File: src/rtl/core/upd_pkg.sv
// Shared types and codes of the UART packet deframer.
`default_nettype none

package upd_pkg;

    // Result event codes
    localparam logic [2:0] EV_DATA     = 3'd0;
    localparam logic [2:0] EV_OK       = 3'd1;
    localparam logic [2:0] EV_CSUM_ERR = 3'd2;
    localparam logic [2:0] EV_STOP_ERR = 3'd3;
    localparam logic [2:0] EV_TIMEOUT  = 3'd4;

    // Input item kinds
    localparam logic KIND_BYTE = 1'b0;
    localparam logic KIND_TICK = 1'b1;

    // Configuration register indexes
    localparam logic [1:0] REG_START_BYTE    = 2'd0;
    localparam logic [1:0] REG_STOP_BYTE     = 2'd1;
    localparam logic [1:0] REG_TIMEOUT_TICKS = 2'd2;

    // Register reset values
    localparam logic [7:0]  START_BYTE_RST    = 8'hD0;
    localparam logic [7:0]  STOP_BYTE_RST     = 8'h0A;
    localparam logic [15:0] TIMEOUT_TICKS_RST = 16'd1000;

    typedef struct packed {
        logic       kind;
        logic [7:0] rx_byte;
    } item_t;

    typedef struct packed {
        logic [2:0] event_res;
        logic [7:0] payload_byte;
        logic [7:0] byte_index;
        logic [7:0] msg_id;
        logic [7:0] msg_size;
        logic [7:0] sum_value;
    } result_t;

    typedef struct packed {
        logic [1:0]  reg_index;
        logic [15:0] reg_data;
    } cfg_t;

    // Queue head as seen by the output stage
    typedef struct packed {
        logic    valid;
        result_t data;
    } queue_head_t;

endpackage

`default_nettype wire

File: src/rtl/core/upd_queue.sv
// Short result queue between the front part and the output stage.
`default_nettype none

module upd_queue
    import upd_pkg::*;
#(
    parameter int DEPTH = 4
) (
    input  wire logic     clk,
    input  wire logic     rst_n,
    input  wire logic     push,
    input  result_t       push_data,
    input  wire logic     pop,
    output logic          full,
    output queue_head_t   head
);

    localparam int PTR_W = (DEPTH > 1) ? $clog2(DEPTH) : 1;
    localparam int CNT_W = $clog2(DEPTH + 1);

    result_t           mem_reg [DEPTH];
    logic [PTR_W-1:0]  head_reg, head_next;
    logic [PTR_W-1:0]  tail_reg, tail_next;
    logic [CNT_W-1:0]  count_reg, count_next;
    logic              do_pop;

    assign full       = (count_reg == CNT_W'(DEPTH));
    assign head.valid = (count_reg != '0);
    assign head.data  = mem_reg[head_reg];
    assign do_pop     = pop && head.valid;

    // Advance pointers and count
    always_comb
    begin
        head_next  = head_reg;
        tail_next  = tail_reg;
        count_next = count_reg;
        if (push)
        begin
            tail_next = (tail_reg == PTR_W'(DEPTH - 1)) ? '0 : tail_reg + PTR_W'(1);
        end
        if (do_pop)
        begin
            head_next = (head_reg == PTR_W'(DEPTH - 1)) ? '0 : head_reg + PTR_W'(1);
        end
        if (push && !do_pop)
        begin
            count_next = count_reg + CNT_W'(1);
        end
        else if (!push && do_pop)
        begin
            count_next = count_reg - CNT_W'(1);
        end
    end

    // Hold pointers and count
    always_ff @(posedge clk or negedge rst_n)
    begin
        if (!rst_n)
        begin
            head_reg  <= '0;
            tail_reg  <= '0;
            count_reg <= '0;
        end
        else
        begin
            head_reg  <= head_next;
            tail_reg  <= tail_next;
            count_reg <= count_next;
        end
    end

    // Store pushed records
    always_ff @(posedge clk)
    begin
        if (push)
        begin
            mem_reg[tail_reg] <= push_data;
        end
    end

    // Never push into a full queue
    a_no_overflow: assert property (@(posedge clk) disable iff (!rst_n)
        push |-> !full)
        else $error("push into full result queue");

    // The count never exceeds the depth
    a_count_bound: assert property (@(posedge clk) disable iff (!rst_n)
        count_reg <= CNT_W'(DEPTH))
        else $error("result queue count out of range");

    // Pointers agree with the count
    a_ptr_match: assert property (@(posedge clk) disable iff (!rst_n)
        (count_reg == '0) |-> (head_reg == tail_reg))
        else $error("empty queue with unequal pointers");

endmodule

`default_nettype wire

File: config.mk
export PLATFORM = sky130hd
export DESIGN_NAME = upd_queue
export DESIGN_NICKNAME = d
export VERILOG_FILES = /design/src/rtl/core/upd_pkg.sv /design/src/rtl/core/upd_queue.sv
export SDC_FILE = /design/constraint.sdc
export NUM_CORES = 1
export LEC_CHECK = 0
export BUFFER_PORTS_ARGS = -buffer_cell sky130_fd_sc_hd__buf_4
export CAP_MARGIN = 10
export CORE_MARGIN = 3
export CORE_UTILIZATION = 50
export CTS_BUF_LIST = sky130_fd_sc_hd__clkbuf_8 sky130_fd_sc_hd__clkbuf_16
export CTS_CLUSTER_SIZE = 28
export DETAILED_ROUTE_END_ITERATION = 8
export GPL_ROUTABILITY_DRIVEN = 0
export MAX_ROUTING_LAYER = met4
export PLACE_DENSITY = 0.68
export SYNTH_ARGS = -nofsm -noshare
export SYNTH_HDL_FRONTEND = slang
export SYNTH_SLANG_ARGS = --single-unit
File: constraint.sdc
create_clock -name clk -period 2.6 [get_ports clk]
set_input_delay 0.52 -clock clk [delete_from_list [all_inputs] [get_ports clk]]
set_output_delay 0.52 -clock clk [all_outputs]
set_load 0.02 [all_outputs]
# Word level (Yosys, flattened, before mapping)

Memories as Yosys holds them, arrays and structs flattened.
Index checks and enable logic that the tools add are counted.

Bits in registers: 7
Logic and storage cells: 24
Memories kept: 1
Output and inout port bits: 45
Bits in writable memories: 172
Input bits: 47

Add/sub/neg operators: 4
Reduce and logical (&&, ||, !) cells: 7
Muxes and demuxes: 6
Eq/ne operators: 3

Memory list:

| name    | words | width | read ports | clocked after Yosys merged registers in | write ports | RTL line        | text |
|---|---|---|---|---|---|---|---|
| mem_reg | 4     | 43    | 1          | 0                                       | 1           | upd_queue.sv:21 | `result_t mem_reg [DEPTH];` |

Operator list:

| kind                                                                | count |
|---|---|
| 3-bit 2-to-1 mux                                                    | 2 |
| 2-bit by 1-bit adder with 2-bit output (second input constant)      | 2 |
| 2-bit equality test (second input constant)                         | 2 |
| 2-bit 2-to-1 mux                                                    | 2 |
| 3-bit by 1-bit adder with 3-bit output (second input constant)      | 1 |
| 3-bit equality test (second input constant)                         | 1 |
| 1-bit logical AND                                                   | 3 |
| 3-bit nonzero test                                                  | 1 |
| 3-bit by 1-bit subtractor with 3-bit output (second input constant) | 1 |
| 1-bit logical NOT                                                   | 2 |
| 1-bit 2-to-1 mux                                                    | 2 |
| 2-bit nonzero test                                                  | 1 |

# Depth between registers and ports, before layout

Gate-level depths: netlist of run 1.

Word-level depth: 5
Gate-level depth with buffers: 8
Depth with buffers taken out: 8

# Worst setup path before layout of run 1

Ideal clock, no wire load.

Path type: register -> register
Start: register tail_reg[0]
End: memory mem_reg[0][0] (netlist bit), enable pin
Slack: 0.537 ns
Setup time: 0.405 ns
Cell stages (with the launch flop): 4
Data arrival time: 1.659 ns
Clock period less this slack: 2.063 ns
Cells stage by stage: dfrtp_1 -> inv_1 -> ha_1 -> and2_1

RTL lines:

| element                | RTL line        | text |
|---|---|---|
| start, declared        | upd_queue.sv:23 | `logic [PTR_W-1:0] tail_reg, tail_next;` |
| start signal, assigned | upd_queue.sv:68 | `tail_reg <= tail_next;` |
| end, declared          | upd_queue.sv:21 |  |

Straight into the memory's write port.

==> results.yml, run 1 <==
run_status:
  status: "finished clean"
timing:
  period_needed_ns: 2.41
  setup_tns_ns: 0
  worst_pin_slew_ns: 0.460
  layout_worst_path_cycle_share: 0.928
  skew_ns: 0.00423
  timing.final.hold_violations: 0
  rsz0062_at_grt: "no"
  max_freq_mhz: 414
  finalSetupViolations: 0
  maxSlewHeadroom: 0.693
  slew_violations: 0
cells_and_area:
  num_antenna_cells: 0
  largest_register_ff_count: 172
  share_of_layout_cells_above_drive_strength_1: 0.446
  final_cell_mix: "sky130_fd_sc_hd__edfxtp_1, sky130_fd_sc_hd__buf_4, sky130_fd_sc_hd__mux4_2"
  layout_commonest_cell: "sky130_fd_sc_hd__edfxtp_1"
  final_util: 0.638
  fill_cell_count: 883
  finish.net_count: 424
  synthToLayoutAreaGrowth_pct: 22.3
critical_path:
  cpPeakStageDelay_ns: 0.61
  timing.critical_path.buf_inv: 2
  slowest_stage: "sky130_fd_sc_hd__mux4_1"
  worst_path_dominant_cell_family: "multiplexers"
  critical_path.max_fanout: 27
  crit_required_ns: 2.08
  cp_data_arrival_time_ns: 1.89
  crit_type: "reg2out"
  critical_path.startpoint_type: "flop"
  worstPathCellList: "buf_12, mux4_1, buf_4"
  r2r-start: "count_reg[0]"
  setup.worst_path.start: "head_reg[0]"
  crit_path_end_kind: "output port"
floorplanning:
  floorplan.io_pins: 92
  vertical_extent_of_the_die_microns: 122
  core_area_sq_um: 12800
  die_width_microns: 122
  floorplan.rows: 41
  initial_core_util: 0.522
  die_area_sq_um: 14800
cts:
  cts_htree_levels: 4
  post_cts.repair.setup_buffers: 0
  clock-root-buffer: "sky130_fd_sc_hd__clkbuf_16"
  post_cts_resized: 0
  cts_clk_pin_slew_worst_paths_ns: 0.06
  number_of_buffers_created_by_cts: 17
  hold_buffers: 1
  tritoncts_clock_tree: "built"
  tritoncts_num_sinks: 179
  cts-root-to-sink-buffers: 2
  clkLatencyLatePin_ns: 0.42
route:
  routed_wl_microns: 11100
  firstDrtPassIters: 4
  routedWlPerCell_microns: 20.0
  detailroute.via_count: 2976
  antenna_left: 0
  drt_iter0_markers: 218
  avgViaCountPerCell: 5.36
  drc_errors: 0
synth:
  ys_seq_elements: 179
  yosysWarningCount: 0
  average_size_of_a_mapped_cell_sq_um: 25.5
  synth_fp_nets: 316
  synth.distinct_cells: 20
  synth-seq-area-share: 0.798
  synthCells: 262
  post_synthesis_instance_area_sq_um: 6690
flow_run:
  maxCapViolCount: 0
power:
  power.share.switching: 0.294
  p_per_area_nw_per_um2: 1140
  net-switching-power_mw: 2.74
  leakagePower_nw: 2.84
  power.share.sequential: 0.418
  pwr-share-comb: 0.330
  p_int_mw: 6.58
  share_of_total_power_in_the_clock_network: 0.251
  vdd_ir_drop_max_mv: 0.610
placement:
  io_buffers: 91
  place.detailed.hpwl_microns: 6430
global_route:
  track_usage: 0.160
  grt_max_degree: 44
  wire_length_of_the_first_global_routing_pass_microns: 16300
  antenna_found_initial: 0
  number_of_global_route_vias_before_repair: 2949
  global_route.overflow_total: 0
worst_hold_path:
  min_path_type: "in2reg"
  worstHoldStart: "push_data[24]"
==> metal layers <==
metal / routed length [microns] / global-route usage / up-vias
met3: 642 / 0.0474 / 15
li1: - / - / 1333
met2: 5420 / 0.234 / 96
met5: 0 / - / -
met4: 199 / 0.0672 / 0
met1: 4820 / 0.212 / 1532
==> cells in the mapped netlist (all sizes together) <==
library cell  count  share of area
edfxtp          172           0.77
mux4             43           0.15
fa                1         0.0030
buf              10          0.017
and2              4         0.0037
nor3b             1         0.0011
or3               1         0.0017
nor2              3         0.0017
nand2             3         0.0021
xnor2             1         0.0013
mux2              3         0.0051
dfrtp             7          0.026
o21ai             2         0.0015
xor2              2         0.0026
inv               3         0.0017
ha                6          0.011
==> power by group through the flow <==
| stage | Sequential [mW] | Clock [mW] | Combinational (mW) |
|---|---|---|---|
| floorplan | 3.87 | 0 | 2.12 |
| global placement | 3.94 | 0 | 3.13 |
| detailed placement | 3.97 | 0 | 3.15 |
| CTS | 3.91 | 2.39 | 3.16 |
| global route | 3.95 | 2.50 | 3.29 |
| finish | 3.90 | 2.35 | 3.08 |
==> worst reg2reg max path: cells and delay by family, from the launching register on <==
kind	cells	cell delay, ns
simple gates	3	0.64
fa+ha+maj	2	0.58
flops	1	0.43
xor+xnor	2	0.33
buf+inv	1	0.06
==> layout make-up <==
cell class	count	area (sq um)	share of cell area
sequential	179	5350	0.653
multi-input combinational	70	1230	0.150
timing repair buffer	99	833	0.102
clock buffer	17	425	0.0520
tap	172	215	0.0263
clock inverter	15	124	0.0151
inverter	3	11.3	0.00138
==> through the flow <==
step | hold WS, ns | total power, mW | cell area [sq um] | instances | setup WS, ns
floorplan | 0.224 | 5.99 | 6690 | 262 | 0.537
global route | 0.282 | 9.74 | 8180 | 555 | 0.0821
global placement | 0.336 | 7.07 | 7620 | 522 | 0.588
CTS | 0.282 | 9.46 | 8180 | 555 | 0.138
detailed placement | 0.342 | 7.12 | 7620 | 522 | 0.498
finish | 0.301 | 9.33 | 8180 | 555 | 0.186
==> kinds of logic after synthesis <==
group,Yosys count,synth area share
flip-flops,179,0.798
multiplexers,46,0.153
buffers and inverters,13,0.0191
AND/OR/NAND/NOR,12,0.0103
adder cells (fa/ha/maj),7,0.0142
XOR/XNOR,3,0.00393
AO/OA/AOI/OAI,2,0.00150
==> path summary, 6_finish.rpt <==
kind | endpoint | slack [ns] | depth (start not counted)
max reg2reg | count_reg[2] | 0.50 | 8
max | head[24] | 0.19 | 3
min | mem_reg[2][24] | 0.30 | 1
max in group asynchronous | head_reg[0] | 2.00 | 2
min reg2reg | count_reg[2] | 0.50 | 1
min in group asynchronous | count_reg[1] | 0.45 | 2
(Power assumes the default switching activity.)
==> run 2: changes to the inputs <==
REMOVE_ABC_BUFFERS = 1   (was default)
==> run 2 against run 1 <==
  * Via count increased by 0.40%
  * Clock skew increased by 0.0046 ns
  * Non-clock buffer count increased by 4
  * Setup slack got worse by 0.11 ns
  * Sequential share of layout area decreased by 0.85 points
  * Clock-buffer cell count unchanged
  * Die area unchanged
  * Utilization increased by 0.84 points
  * Highest routed layer unchanged
  * Final cell count increased by 0.72%
  * Total power increased by 4.0%
==> results.yml, run 2 (synthesized netlist as in run 1, its figures left out) <==
floorplanning:
  initial_core_util: 0.522
  die_area_sq_um: 14800
  die_width_microns: 122
  floorplan.io_pins: 92
  floorplan.rows: 41
  core_area_sq_um: 12800
  vertical_extent_of_the_die_microns: 122
placement:
  io_buffers: 91
  pre_cts_slack_ns: 0.399
  place.detailed.hpwl_microns: 7100
  place_area_sq_um: 7640
cells_and_area:
  multiInputGateArea_sq_um: 1230
  share_of_layout_cells_above_drive_strength_1: 0.463
  finish.net_count: 428
  final-seq-area_sq_um: 5350
  layout_commonest_cell: "sky130_fd_sc_hd__edfxtp_1"
  final_cell_mix: "sky130_fd_sc_hd__edfxtp_1, sky130_fd_sc_hd__buf_4, sky130_fd_sc_hd__mux4_2"
  num_antenna_cells: 0
  largest_register_ff_count: 172
  synthToLayoutAreaGrowth_pct: 23.9
  final_area_sq_um: 8290
  fill_cell_count: 862
timing:
  rsz0062_at_grt: "no"
  max_freq_mhz: 397
  slew_violations: 0
  setup_tns_ns: 0
  skew_ns: 0.00884
  finalSetupViolations: 0
  maxSlewHeadroom: 0.561
  period_needed_ns: 2.52
  setup_slack_ns: 0.0788
  timing.final.hold_violations: 0
  layout_worst_path_cycle_share: 0.970
  worst_pin_slew_ns: 0.658
power:
  leakagePower_nw: 2.92
  p_per_area_nw_per_um2: 1170
  design_power_total_mw: 9.70
  vdd_ir_drop_max_mv: 0.635
critical_path:
  rr_worst_depth: 8
  crit_type: "reg2out"
  critical_path.max_fanout: 25
  cp_data_arrival_time_ns: 2.00
  crit_path_end_kind: "output port"
  timing.reg2reg.setup_slack_ns: 0.46
  slowest_stage: "sky130_fd_sc_hd__dfrtp_2"
  cpPeakStageDelay_ns: 0.79
  worstPathCellList: "buf_12, mux4_1, buf_4"
  critical_path.startpoint_type: "flop"
  crit_required_ns: 2.08
cts:
  clkLatencyLatePin_ns: 0.41
  tritoncts_clock_tree: "built"
  tritoncts_num_sinks: 179
  clock-root-buffer: "sky130_fd_sc_hd__clkbuf_16"
  cts-root-to-sink-buffers: 2
  post_cts_resized: 0
  cts_htree_levels: 4
  number_of_buffers_created_by_cts: 17
  cts_clk_pin_slew_worst_paths_ns: 0.06
global_route:
  track_usage: 0.174
  wire_length_of_the_first_global_routing_pass_microns: 18100
  antenna_found_initial: 0
  number_of_global_route_vias_before_repair: 3202
  grt_max_degree: 44
  global_route.overflow_total: 0
route:
  antenna_left: 0
  routedWlPerCell_microns: 20.6
  detailroute.via_count: 2988
  drc_errors: 0
  firstDrtPassIters: 4
  avgViaCountPerCell: 5.35
  drt_iter0_markers: 243
  routed_wl_microns: 11500
run_status:
  status: "finished clean"
flow_run:
  maxCapViolCount: 0
worst_hold_path:
  timing.hold.worst_path_depth: 1
  min_path_type: "in2reg"
-- run 2: cell count changes in the layout (fill, tap and decap cells not counted) --
cell | before | now
sky130_fd_sc_hd__inv_1 | 4 | 6
sky130_fd_sc_hd__buf_6 | 0 | 1
sky130_fd_sc_hd__clkinv_1 | 7 | 1
sky130_fd_sc_hd__clkinv_2 | 2 | 5
sky130_fd_sc_hd__bufinv_16 | 2 | 5
sky130_fd_sc_hd__clkinv_4 | 1 | 0
sky130_fd_sc_hd__clkinvlp_4 | 2 | 1
sky130_fd_sc_hd__buf_4 | 91 | 94
-- run 2: final cells by class --
type / count / area share
Timing Repair Buffer: 103 / 0.105
Inverter: 3 / 0.00136
Clock inverter: 15 / 0.0239
Clock buffer: 17 / 0.0513
Multi-Input combinational cell: 70 / 0.148
Sequential cell: 179 / 0.645
Tap cell: 172 / 0.0260
-- run 2: worst max-delay path, delay by kind of cell, from the launching register on --
kind,cells,cell delay [ns]
buf+inv,2,0.44
mux,1,0.34
flops,1,0.79
-- run 2: routing by layer --
layer	vias to the layer above	global-route usage	share of wire
li1	1335	-	-
met1	1564	0.228	0.43
met2	74	0.259	0.50
met3	15	0.0585	0.058
met4	0	0.0609	0.012
met5	-	-	0
-- run 2: what timing repair did --
action                                  4_1_cts  5_1_grt
setup buffers                                 1        0
endpoints found under the setup margin        9        0
hold buffers                                  1        0
endpoints found under the hold margin         7        0
-- run 2: power breakdown --
| part | total, mW | switching [mW] | leakage [nW] | internal, mW |
|---|---|---|---|---|
| clock | 2.65 | 0.972 | 0.317 | 1.68 |
| sequential | 3.98 | 0.267 | 1.66 | 3.71 |
| combinational | 3.07 | 1.54 | 0.938 | 1.53 |
-- run 2: worst paths after layout --
| path | startpoint | endpoint |
|---|---|---|
| worst max-delay path | head_reg[1] | head[25] |
| worst min-delay path | push_data[11] | mem_reg[3][11] |
| worst max register to register | count_reg[0] | count_reg[2] |
| worst min register to register | count_reg[2] | count_reg[2] |
| max in group asynchronous | rst_n | head_reg[0] |
| min in group asynchronous | rst_n | tail_reg[0] |
-- run 2: stage by stage --
stage / hold slack, ns / util / std cells
after floorplan: 0.224 / - / 252
after global placement: 0.342 / 0.596 / 525
after detailed placement: 0.343 / 0.596 / 525
after CTS: 0.279 / 0.646 / 559
after global routing: 0.281 / 0.646 / 559
final: 0.302 / 0.646 / 559
