File: config.mk
export PLATFORM = sky130hd
export DESIGN_NAME = upd_back_flat
export DESIGN_NICKNAME = d
export VERILOG_FILES = /design/src/rtl/core/upd_pkg.sv /design/src/rtl/core/upd_chan_if.sv /design/src/rtl/core/upd_back.sv /design/src/flat_wrapper.sv
export SDC_FILE = /design/constraint.sdc
export NUM_CORES = 1
export LEC_CHECK = 0
export BUFFER_PORTS_ARGS = -buffer_cell sky130_fd_sc_hd__buf_2
export CORE_AREA = 8 8 45 47
export CTS_CLUSTER_SIZE = 16
export DETAILED_ROUTE_END_ITERATION = 12
export DIE_AREA = 0 0 53 55
export HOLD_SLACK_MARGIN = 0.12
export PLACE_DENSITY = 0.71
export SLEW_MARGIN = 20
export SYNTH_ARGS = -nofsm -noshare
export SYNTH_HDL_FRONTEND = slang
export SYNTH_SLANG_ARGS = --single-unit
File: constraint.sdc
create_clock -name clk -period 1.4 [get_ports clk]
set_input_delay 0.28 -clock clk [delete_from_list [all_inputs] [get_ports clk]]
set_output_delay 0.28 -clock clk [all_outputs]
set_load 0.05 [all_outputs]
File: src/rtl/core/upd_pkg.sv
// Shared types and codes of the UART packet deframer.
`default_nettype none

package upd_pkg;

    // Result event codes
    localparam logic [2:0] EV_DATA     = 3'd0;
    localparam logic [2:0] EV_OK       = 3'd1;
    localparam logic [2:0] EV_CSUM_ERR = 3'd2;
    localparam logic [2:0] EV_STOP_ERR = 3'd3;
    localparam logic [2:0] EV_TIMEOUT  = 3'd4;

    // Input item kinds
    localparam logic KIND_BYTE = 1'b0;
    localparam logic KIND_TICK = 1'b1;

    // Configuration register indexes
    localparam logic [1:0] REG_START_BYTE    = 2'd0;
    localparam logic [1:0] REG_STOP_BYTE     = 2'd1;
    localparam logic [1:0] REG_TIMEOUT_TICKS = 2'd2;

    // Register reset values
    localparam logic [7:0]  START_BYTE_RST    = 8'hD0;
    localparam logic [7:0]  STOP_BYTE_RST     = 8'h0A;
    localparam logic [15:0] TIMEOUT_TICKS_RST = 16'd1000;

    typedef struct packed {
        logic       kind;
        logic [7:0] rx_byte;
    } item_t;

    typedef struct packed {
        logic [2:0] event_res;
        logic [7:0] payload_byte;
        logic [7:0] byte_index;
        logic [7:0] msg_id;
        logic [7:0] msg_size;
        logic [7:0] sum_value;
    } result_t;

    typedef struct packed {
        logic [1:0]  reg_index;
        logic [15:0] reg_data;
    } cfg_t;

    // Queue head as seen by the output stage
    typedef struct packed {
        logic    valid;
        result_t data;
    } queue_head_t;

endpackage

`default_nettype wire

File: src/rtl/core/upd_chan_if.sv
// Valid/ready channel carrying one payload beat.
`default_nettype none

interface upd_chan_if #(
    parameter type payload_t = logic [7:0]
) ();
    logic     valid;
    logic     ready;
    payload_t payload;

    modport source (output valid, output payload, input ready);
    modport sink   (input valid, input payload, output ready);
endinterface

`default_nettype wire

File: src/rtl/core/upd_back.sv
// Back part: output register that presents result beats to the sink.
`default_nettype none

module upd_back
    import upd_pkg::*;
(
    input  wire logic     clk,
    input  wire logic     rst_n,
    input  queue_head_t   head,
    output logic          pop,
    upd_chan_if.source    results
);

    logic    out_valid_reg;
    result_t out_data_reg;

    // Load the output register when it is empty or being taken
    assign pop             = head.valid && (!out_valid_reg || results.ready);
    assign results.valid   = out_valid_reg;
    assign results.payload = out_data_reg;

    // Hold the output beat until the sink takes it
    always_ff @(posedge clk or negedge rst_n)
    begin
        if (!rst_n)
        begin
            out_valid_reg <= 1'b0;
        end
        else if (!out_valid_reg || results.ready)
        begin
            out_valid_reg <= head.valid;
        end
    end

    // Capture the queue head on a pop
    always_ff @(posedge clk)
    begin
        if (pop)
        begin
            out_data_reg <= head.data;
        end
    end

    // A stalled beat keeps its contents
    a_hold_stalled: assert property (@(posedge clk) disable iff (!rst_n)
        (out_valid_reg && !results.ready) |=> out_valid_reg && $stable(out_data_reg))
        else $error("stalled output beat changed");

    // Event code on the output stays within the defined events
    a_event_range: assert property (@(posedge clk) disable iff (!rst_n)
        out_valid_reg |-> out_data_reg.event_res <= EV_TIMEOUT)
        else $error("undefined event code on output");

    // Only payload events carry a payload byte
    a_payload_zero: assert property (@(posedge clk) disable iff (!rst_n)
        (out_valid_reg && out_data_reg.event_res != EV_DATA)
        |-> (out_data_reg.payload_byte == 8'd0 && out_data_reg.byte_index == 8'd0))
        else $error("non-payload event with payload fields set");

endmodule

`default_nettype wire

File: src/flat_wrapper.sv
// flat-port wrapper written by rule: the top's interface ports become plain ports
module upd_back_flat import upd_pkg::*;
  (clk, rst_n, head, pop, results_valid, results_payload, results_ready);
  upd_chan_if results_i ();
  input  wire logic clk;
  input  wire logic rst_n;
  input  queue_head_t head;
  output logic pop;
  output wire logic [$bits(results_i.valid)-1:0] results_valid;
  output wire logic [$bits(results_i.payload)-1:0] results_payload;
  input wire logic [$bits(results_i.ready)-1:0] results_ready;
  assign results_valid = results_i.valid;
  assign results_payload = results_i.payload;
  assign results_i.ready = results_ready;
  upd_back u_core (.clk(clk), .rst_n(rst_n), .head(head), .pop(pop), .results(results_i));
endmodule
## Yosys cells after proc, flatten, opt, wreduce, memory -nomap -nowiden

Index checks and enable logic that the tools add are counted.

| word-level totals | value |
|---|---|
| register bits after elaboration | 9 |
| bits of input ports | 47 |
| logic and storage cells | 5 |

| cells by class | value |
|---|---|
| reductions and logical operators | 3 |

Operators by type and width:

| kind | number |
|---|---|
| logical AND 1 bit | 1 |
| zero test 1 bit | 1 |
| logical OR 1 bit | 1 |

## Depth between registers and ports, before layout

Gate-level depths: netlist (run 1).

| logic depth | value |
|---|---|
| depth in word-level cells | 3 |
| gate-level depth with buffers | 2 |

## Least setup slack after synthesis (run 1)

OpenSTA, ideal clock, no wires.

| timing | value |
|---|---|
| path type | register -> register |
| start | register u_core.out_valid_reg (netlist: u_core.results.valid) |
| end | register u_core.out_data_reg, in the netlist u_core.results.payload[0], enable pin |
| library setup time | 0.381 ns |
| arrival time | 1.312 ns |
| data required time | 1.019 ns |
| path slack | -0.293 ns |
| stages on the path, launching flop included | 3 |
| path buffers | 0 |
| path through | dfrtp_1 nand2b_1 and2_1 |

| on the way | value |
|---|---|
| longest elaborated chain between the ends | 3 |

Ends and longest elaborated chain:

| item | RTL line | text |
|---|---|---|
| from (decl) | upd_back.sv:14 | `logic out_valid_reg;` |
| from (signal assigned) | upd_back.sv:31 | `out_valid_reg <= head.valid;` |
| zero test 1 bit | upd_back.sv:18 | `assign pop = head.valid && (!out_valid_reg \|\| results.ready);` |
| logical OR 1 bit | upd_back.sv:18 |  |
| logical AND 1 bit | upd_back.sv:18 |  |
| net pop | flat_wrapper.sv:8 | `output logic pop;` |
| to (signal assigned) | upd_back.sv:40 | `out_data_reg <= head.data;` |
| to (decl) | upd_back.sv:15 | `result_t out_data_reg;` |

The timed path passes the listed nets, and every way through them passes these cells.
A chain may end at the register's enable or synchronous reset.

## Worst setup path after layout (run 1)

| timing | value |
|---|---|
| start | register u_core.out_valid_reg (netlist: u_core.results.valid) |
| end | output pop |

| on the way | value |
|---|---|
| longest elaborated chain between the ends | 3 |

Ends and longest elaborated chain:

| item | RTL line |
|---|---|
| zero test 1 bit | upd_back.sv:18 |
| logical OR 1 bit | upd_back.sv:18 |
| logical AND 1 bit | upd_back.sv:18 |
| to (decl) | flat_wrapper.sv:8 |

No other way between the ends.

==> impl_metrics.json, run 1 <==
{
  "end_kind": "output port",
  "fin_crit_sh": 0.959,
  "grt_max_degree": 9,
  "syn_nets": 59,
  "fin_cells": 55,
  "grt_overflow": 0,
  "finalWirelength_microns": 732,
  "drt_pre_antenna_iters": 4,
  "syn_inst": 12,
  "synth_top_family_by_area": "simple AND/OR/NAND/NOR gates",
  "hold_viol": 0,
  "drc": 0,
  "dp_worst_setup_slack_ns": 0.227,
  "setup.worst_path.class": "flip-flop to output port",
  "via_per_inst": 3.65,
  "syn_area_per_cell_sq_um": 23.7,
  "io_pins": 57,
  "worstPathMaxFanout": 2,
  "cts_tree": "built",
  "setup_viol": 0,
  "worst_slew_pin_slew_ns": 0.264,
  "cts.sinks": 9,
  "ys_ff_latch": 9,
  "antenna_found_initial": 0,
  "die_y_microns": 55,
  "synth_compound_area_frac": 0,
  "yosys.area_share.xor_xnor": 0,
  "grt_pass1_vias": 222,
  "start_util": 0.205,
  "synth-simple-area-share": 0.0661,
  "cts_root_buffer": "clkbuf_4",
  "postRouteAntennaNets": 0,
  "wl_per_cell_microns": 13.3,
  "track_usage": 0.0518,
  "core_sq_um": 1380,
  "dp_cells": 50,
  "final.setup.worst_slack_ns": 0.0575,
  "clock_latency_ns": 0.25,
  "arrival_ns": 1.06,
  "max_freq_mhz": 745,
  "dieArea_sq_um": 2920,
  "finalSetupTns_ns": 0,
  "power_density_nw_per_um2": 1350,
  "cap_violations": 0,
  "diodes": 0,
  "gp_congestion": 0.706,
  "port_buffers": 21,
  "numCtsBuffers": 3,
  "worst_ir_drop_vdd_mv": 0.429,
  "synth.cell_area_sq_um": 284,
  "maxSlewViolCount": 0,
  "drive_gt1_frac": 0.667,
  "clk_pin_slew_ns": 0.06,
  "p_leak_nw": 0.204,
  "synthAdderAreaFrac": 0,
  "syn2layout_area_growth_pct": 61.2,
  "grt_first_pass_wirelength_microns": 1080,
  "cts_htree_levels": 1,
  "slew_headroom": 0.825,
  "ys_seq_area_frac": 0.934,
  "critPathLaunchType": "flip-flop",
  "outcome": "finished clean",
  "clk_path_buf_depth": 2,
  "dr.first_iter.drc_count": 6,
  "place_area_sq_um": 419,
  "placementRows": 14,
  "stdcell_area_sq_um": 458,
  "required_ns": 1.12,
  "muxShareOfSynthArea": 0,
  "synth_cell_type_count": 4,
  "cts_setup_buffers": 0,
  "clock_skew_ns": 0.00192,
  "die_width_microns": 53,
  "yosys_warnings": 0,
  "rsz0062_at_grt": "no",
  "power_uw": 618,
  "worstHoldPathType": "input pin to flip-flop",
  "period_minus_slack_ns": 1.34,
  "nets": 87,
  "vias": 201
}
## timing repair
item                                   in CTS  in global routing
setup endpoints to repair                   1                  0
endpoints found under the hold margin       1                  0
resized for setup                           1                  0
hold buffers                                1                  0
## cells in the final DEF (no fill, tap or decap)
master	n
dlygate4sd3_1	1
nand2b_1	2
clkbuf_4	3
dfrtp_1	1
buf_2	20
buf_4	2
clkbuf_1	1
edfxtp_1	8
and2_4	1
## registers in the layout, summed over array words and instances (netlist names)
| name | flops |
|---|---|
| u_core.results.payload | 8 |
| u_core.results.valid | 1 |
## critical path: stages (launching register included)
cell and delay [ns]:
dfrtp_1 0.37, nand2b_1 0.10, and2_4 0.15, buf_4 0.19
## power by group
part / switching [mW] / internal [mW] / total [mW]
Combinational: 0.0779 / 0.0308 / 0.109
Sequential: 0.00387 / 0.310 / 0.314
Clock: 0.0856 / 0.110 / 0.195
## through the flow
step	util	hold WS, ns
floorplan	-	-0.0156
global placement	0.303	0.0553
detailed placement	0.303	0.0574
CTS	0.331	0.186
global route	0.331	0.186
finish	0.331	0.198
## Yosys cell counts
| library cell | number | area, sq um |
|---|---|---|
| and2_1 | 1 | 6.26 |
| nand2b_1 | 2 | 12.5 |
| dfrtp_1 | 1 | 25.0 |
| edfxtp_1 | 8 | 240 |
## logic make-up (layout without fill, tap and decap cells)
kind of cell           count (synthesis)  in the layout
buffers and inverters                  0             27
flip-flops                             9              9
AND/OR/NAND/NOR                        3              3
## path summary, 6_finish.rpt
| path | start | end | slack (ns) | cells past startpoint |
|---|---|---|---|---|
| min in group asynchronous | rst_n | u_core.results.valid | 0.33 | 2 |
| worst min-delay path | head[1] | u_core.results.payload[1] | 0.20 | 1 |
| max in group asynchronous | rst_n | u_core.results.valid | 0.98 | 2 |
| worst max-delay path | u_core.results.valid | pop | 0.06 | 3 |
| worst min register to register | u_core.results.valid | u_core.results.valid | 0.52 | 2 |
| worst max register to register | u_core.results.valid | u_core.results.payload[4] | 0.33 | 3 |
## final cells by class
class / instances / area [sq um]
Timing Repair Buffer: 23 / 125
Tap cell: 16 / 20.0
Sequential cell: 9 / 265
Fill cell: 146 / 926
Multi-Input combinational cell: 3 / 21.3
Clock buffer: 4 / 26.3
## metal layers
| metal | share of wire | vias up | GRT usage | wire length, microns |
|---|---|---|---|---|
| met5 | 0 | - | 0 | 0 |
| met4 | 0 | 0 | 0.0388 | 0 |
| met3 | 0.26 | 0 | 0.0455 | 190 |
| met2 | 0.23 | 26 | 0.0391 | 171 |
| met1 | 0.51 | 77 | 0.0748 | 371 |
| li1 | - | 98 | - | - |
No activity file was read; power rests on OpenSTA's default activity.
==> inputs of run 2 (changes only) <==
SETUP_SLACK_MARGIN = 0.15   (was unset)
==> run 2 against run 1 <==
- flip-flop and latch count did not move
- sequential share of layout area fell by 7.3 points
- first-iteration DRC count fell by 83%
- maximum frequency rose by 2.1%
- design area rose by 15%
- critical endpoint unchanged
- non-clock buffer count rose by 7
- cell count rose by 13%
- combinational power rose by 24%
- clock-buffer cell count did not move
- setup slack improved by 0.027 ns
- clock power barely moved
- highest routed layer is now met4
- hold slack improved by 0.0029 ns
==> impl_metrics.json, run 2 (synthesis gave the netlist of run 1 again) <==
{
  "outcome": "finished clean",
  "worstPathMaxFanout": 2,
  "critPathLaunchType": "flip-flop",
  "placementRows": 14,
  "setup_viol": 0,
  "clock_latency_ns": 0.25,
  "hold_viol": 0,
  "power_frac_seq": 0.490,
  "port_buffers": 21,
  "postRouteAntennaNets": 0,
  "period_minus_slack_ns": 1.32,
  "grt_pass1_vias": 309,
  "max_freq_mhz": 760,
  "reg2reg_slack_ns": 0.11,
  "maxSlewViolCount": 0,
  "end_kind": "output port",
  "finalSetupTns_ns": 0,
  "final.setup.worst_slack_ns": 0.0848,
  "dieArea_sq_um": 2920,
  "busiest_layer": "met1",
  "grt_max_degree": 9,
  "largest_reg_flops": 8,
  "dp_cells": 50,
  "p_leak_nw": 0.244,
  "clk_pin_slew_ns": 0.06,
  "crit_buf_inv": 1,
  "die_y_microns": 55,
  "p_sw_frac": 0.268,
  "core_sq_um": 1380,
  "via_per_inst": 3.66,
  "power_density_nw_per_um2": 1220,
  "fin_cells": 62,
  "combinationalPowerShare": 0.210,
  "grt_overflow": 0,
  "setup.worst_path.class": "flip-flop to output port",
  "rsz0062_at_grt": "yes",
  "clk_path_buf_depth": 2,
  "cts_root_buffer": "clkbuf_4",
  "regArea_sq_um": 267,
  "worst_slew_pin_slew_ns": 0.267,
  "grt_first_pass_wirelength_microns": 1280,
  "multi_input_area_sq_um": 28.8,
  "dr.first_iter.drc_count": 1,
  "dp_worst_setup_slack_ns": 0.219,
  "numCtsBuffers": 3,
  "worstHoldPathType": "input pin to flip-flop",
  "drc": 0,
  "place_area_sq_um": 420,
  "cts_tree": "built",
  "crit_slowest_cell": "dfrtp_2",
  "fin_crit_sh": 0.939,
  "required_ns": 1.12,
  "die_width_microns": 53,
  "cts.sinks": 9,
  "worst_ir_drop_vdd_mv": 0.437,
  "cap_violations": 0,
  "antenna_found_initial": 0,
  "diodes": 0,
  "drt_pre_antenna_iters": 2,
  "grt_use_met1": 0.0776,
  "gp_congestion": 0.664,
  "track_usage": 0.0622,
  "stdcell_area_sq_um": 527,
  "switchingPower_uw": 172,
  "num-fill-cells": 141,
  "wl_per_cell_microns": 13.5,
  "nets": 94,
  "cts_htree_levels": 1,
  "gr-usage-met2": 0.0703,
  "layout_common_cells": "buf_2, buf_4, edfxtp_1, clkbuf_4",
  "critical-path-top-delay-family": "flip-flops",
  "drive_gt1_frac": 0.761,
  "power_uw": 644,
  "max_stage_delay_ns": 0.42,
  "internal_power_uw": 472,
  "slew_headroom": 0.823,
  "io_pins": 57,
  "grt_use_met3": 0.0401,
  "arrival_ns": 1.04,
  "clkPwrFrac": 0.299,
  "syn2layout_area_growth_pct": 85.5,
  "final_common_cell": "buf_2",
  "clock_skew_ns": 0.00212,
  "vias": 227,
  "start_util": 0.205,
  "finalWirelength_microns": 840,
  "crit_path_cell_trace": "nand2b_4, and2_4, buf_8"
}
[run 2: cell count changes in the layout (fill, tap and decap cells not counted), sizes merged]
cell  delta
buf      +7
[run 2: repair_timing]
action | in CTS | in global routing
setup endpoints to repair | 1 | 2
setup buffers | 7 | 0
hold endpoints to repair | 1 | 0
gates resized for setup | 3 | 1
pin swaps | 1 | 0
hold buffers | 1 | 0
[run 2: worst reg2reg max path, cell delays in order (launching register included)]
cell and delay, ns:
dfrtp_2 0.38, nand2b_4 0.06, buf_4 0.13, buf_4 0.12, buf_4 0.12, buf_4 0.12
buf_4 0.12, buf_4 0.12, nand2b_1 0.07
[run 2: per-layer routing]
metal | wire length (microns) | up-vias
li1 | - | 113
met1 | 408 | 91
met2 | 285 | 21
met3 | 140 | 2
met4 | 6 | 0
met5 | 0 | -
[run 2: worst paths after layout]
check                                           from                         to  cells after the start
worst max-delay path            u_core.results.valid                        pop                      3
worst min-delay path                         head[1]  u_core.results.payload[1]                      1
worst max register to register  u_core.results.valid       u_core.results.valid                      8
worst min register to register  u_core.results.valid  u_core.results.payload[4]                      4
max in group asynchronous                      rst_n       u_core.results.valid                      2
min in group asynchronous                      rst_n       u_core.results.valid                      2
[run 2: cell type report]
type / instances / share of cell area
Clock buffer: 4 / 0.0499
Multi-Input combinational cell: 3 / 0.0546
Sequential cell: 9 / 0.506
Tap cell: 16 / 0.0380
Timing Repair Buffer: 30 / 0.352
[run 2: power by group through the flow]
stage	Sequential [mW]	Clock, mW	Combinational, mW
2_1_floorplan	0.372	0	0.0174
3_3_place_gp	0.321	0	0.104
3_5_place_dp	0.321	0	0.106
4_1_cts	0.315	0.202	0.132
5_1_grt	0.317	0.209	0.141
6_report	0.316	0.193	0.135
[run 2: metrics by stage]
stage                util  hold slack [ns]
floorplan               -          -0.0156
global placement    0.304           0.0557
detailed placement  0.304           0.0574
CTS                 0.375            0.190
global route        0.381            0.194
finish              0.381            0.201
==> inputs of run 3 (changes only) <==
CTS_BUF_LIST = sky130_fd_sc_hd__clkbuf_16   (was unset)
==> run 3 against run 2 <==
- clock power grew to 2.5 times the previous value
- critical path depth is the same
- first-iteration DRC count is the same
- via count grew 3.1%
- sequential power is essentially flat
- design area grew 12%
- power grew 46%
- register-to-register slack gained 0.07 ns
- routed wire length grew 0.48%
- critical endpoint unchanged
- largest power group is now clock
- highest routed layer unchanged
==> impl_metrics.json, run 3 (synthesis gave the netlist of run 1 again) <==
{
  "outcome": "finished clean",
  "gp_congestion": 0.664,
  "grt_pass1_vias": 299,
  "die_y_microns": 55,
  "period_minus_slack_ns": 1.30,
  "arrival_ns": 1.02,
  "layout_common_cells": "buf_2, edfxtp_1, buf_4, clkbuf_16, buf_6",
  "die_width_microns": 53,
  "port_buffers": 21,
  "power_density_nw_per_um2": 1590,
  "final.setup.worst_slack_ns": 0.0964,
  "finalSetupTns_ns": 0,
  "cts_tree": "built",
  "cts.sinks": 9,
  "finalWirelength_microns": 844,
  "p_leak_nw": 0.276,
  "hold_path_depth": 1,
  "drt_pre_antenna_iters": 2,
  "dieArea_sq_um": 2920,
  "fin_crit_sh": 0.931,
  "wl_per_cell_microns": 13.6,
  "rsz0062_at_grt": "yes",
  "grt_overflow": 0,
  "antenna_found_initial": 0,
  "clock_latency_ns": 0.23,
  "grt_first_pass_wirelength_microns": 1320,
  "worst_slew_pin_slew_ns": 0.263,
  "cap_violations": 0,
  "grt_max_degree": 9,
  "hold_viol": 0,
  "r2r_end": "u_core.results.valid",
  "final_common_cell": "buf_2",
  "clock_skew_ns": 0.00188,
  "syn2layout_area_growth_pct": 108,
  "slew_headroom": 0.826,
  "core_sq_um": 1380,
  "track_usage": 0.0683,
  "start_util": 0.205,
  "clk_path_buf_depth": 2,
  "end_kind": "output port",
  "dr.first_iter.drc_count": 1,
  "required_ns": 1.12,
  "num-fill-cells": 133,
  "worstPathMaxFanout": 2,
  "postRouteAntennaNets": 0,
  "min-delay-start": "head[1]",
  "cts_htree_levels": 1,
  "drive_gt1_frac": 0.761,
  "setup.worst_path.class": "flip-flop to output port",
  "max_freq_mhz": 767,
  "worst_ir_drop_vdd_mv": 0.832,
  "placementRows": 14,
  "io_pins": 57,
  "dp_worst_setup_slack_ns": 0.219,
  "cts_root_buffer": "clkbuf_16",
  "via_per_inst": 3.77,
  "rr_worst_depth": 8,
  "setup_viol": 0,
  "largest_reg_flops": 8,
  "maxSlewViolCount": 0,
  "clk_pin_slew_ns": 0.04,
  "reg2reg_slack_ns": 0.18,
  "numCtsBuffers": 3,
  "vias": 234,
  "worstHoldPathType": "input pin to flip-flop",
  "min_to": "u_core.results.payload[1]",
  "r2r_start": "u_core.results.valid",
  "nets": 94,
  "diodes": 0,
  "critPathLaunchType": "flip-flop",
  "drc": 0
}
==> run 3: cell type report <==
type | count | area (sq um) | area share
Tap cell | 16 | 20.0 | 0.0339
Timing Repair Buffer | 30 | 196 | 0.333
Clock buffer | 3 | 75.1 | 0.127
Sequential cell | 9 | 267 | 0.451
Multi-Input combinational cell | 3 | 28.8 | 0.0487
Clock inverter | 1 | 3.75 | 0.00636
==> run 3: metal layers <==
| metal | routed length [microns] | vias to the layer above | global-route usage |
|---|---|---|---|
| met2 | 258 | 24 | 0.0664 |
| met1 | 405 | 93 | 0.0823 |
| li1 | - | 112 | - |
| met3 | 138 | 5 | 0.0508 |
| met4 | 40 | 0 | 0.0776 |
| met5 | 0 | - | 0 |
==> run 3: how the worst max path moves through the flow <==
stage | from | end | slack (ns) | depth (start not counted)
final | u_core.results.valid | pop | 0.1 | 3
after global routing | u_core.results.valid | pop | 0.07 | 3
after CTS | u_core.results.valid | pop | 0.09 | 3
after detailed placement | results_ready | pop | 0.22 | 4
after global placement | results_ready | pop | 0.22 | 4
after floorplan | u_core.results.valid | u_core.results.payload[0] | 0.17 | 2
==> run 3: repair_timing <==
action,4_1_cts,5_1_grt
hold endpoints to repair,1,0
hold buffers,1,0
buffers inserted,7,0
pin swaps,1,0
gates resized for setup,3,4
endpoints found under the setup margin,1,2
==> run 3: critical path, stage by stage (launching register included) <==
cell and delay [ns]:
dfrtp_2 0.39, nand2b_1 0.10, and2_4 0.16, buf_8 0.14
==> run 3: where the power goes <==
part	internal (mW)	leakage, nW	switching (mW)
sequential	0.312	0.0862	0.00406
combinational	0.0552	0.148	0.0849
clock	0.372	0.0423	0.112
==> run 3: stage by stage <==
step / instances / area, sq um / utilization / hold slack [ns] / total power, mW
after floorplan: 12 / 288 / - / -0.0156 / 0.390
after global placement: 50 / 420 / 0.304 / 0.0557 / 0.425
after detailed placement: 50 / 420 / 0.304 / 0.0574 / 0.427
after CTS: 62 / 572 / 0.413 / 0.220 / 0.947
after global routing: 62 / 591 / 0.427 / 0.224 / 0.973
final: 62 / 591 / 0.427 / 0.225 / 0.940
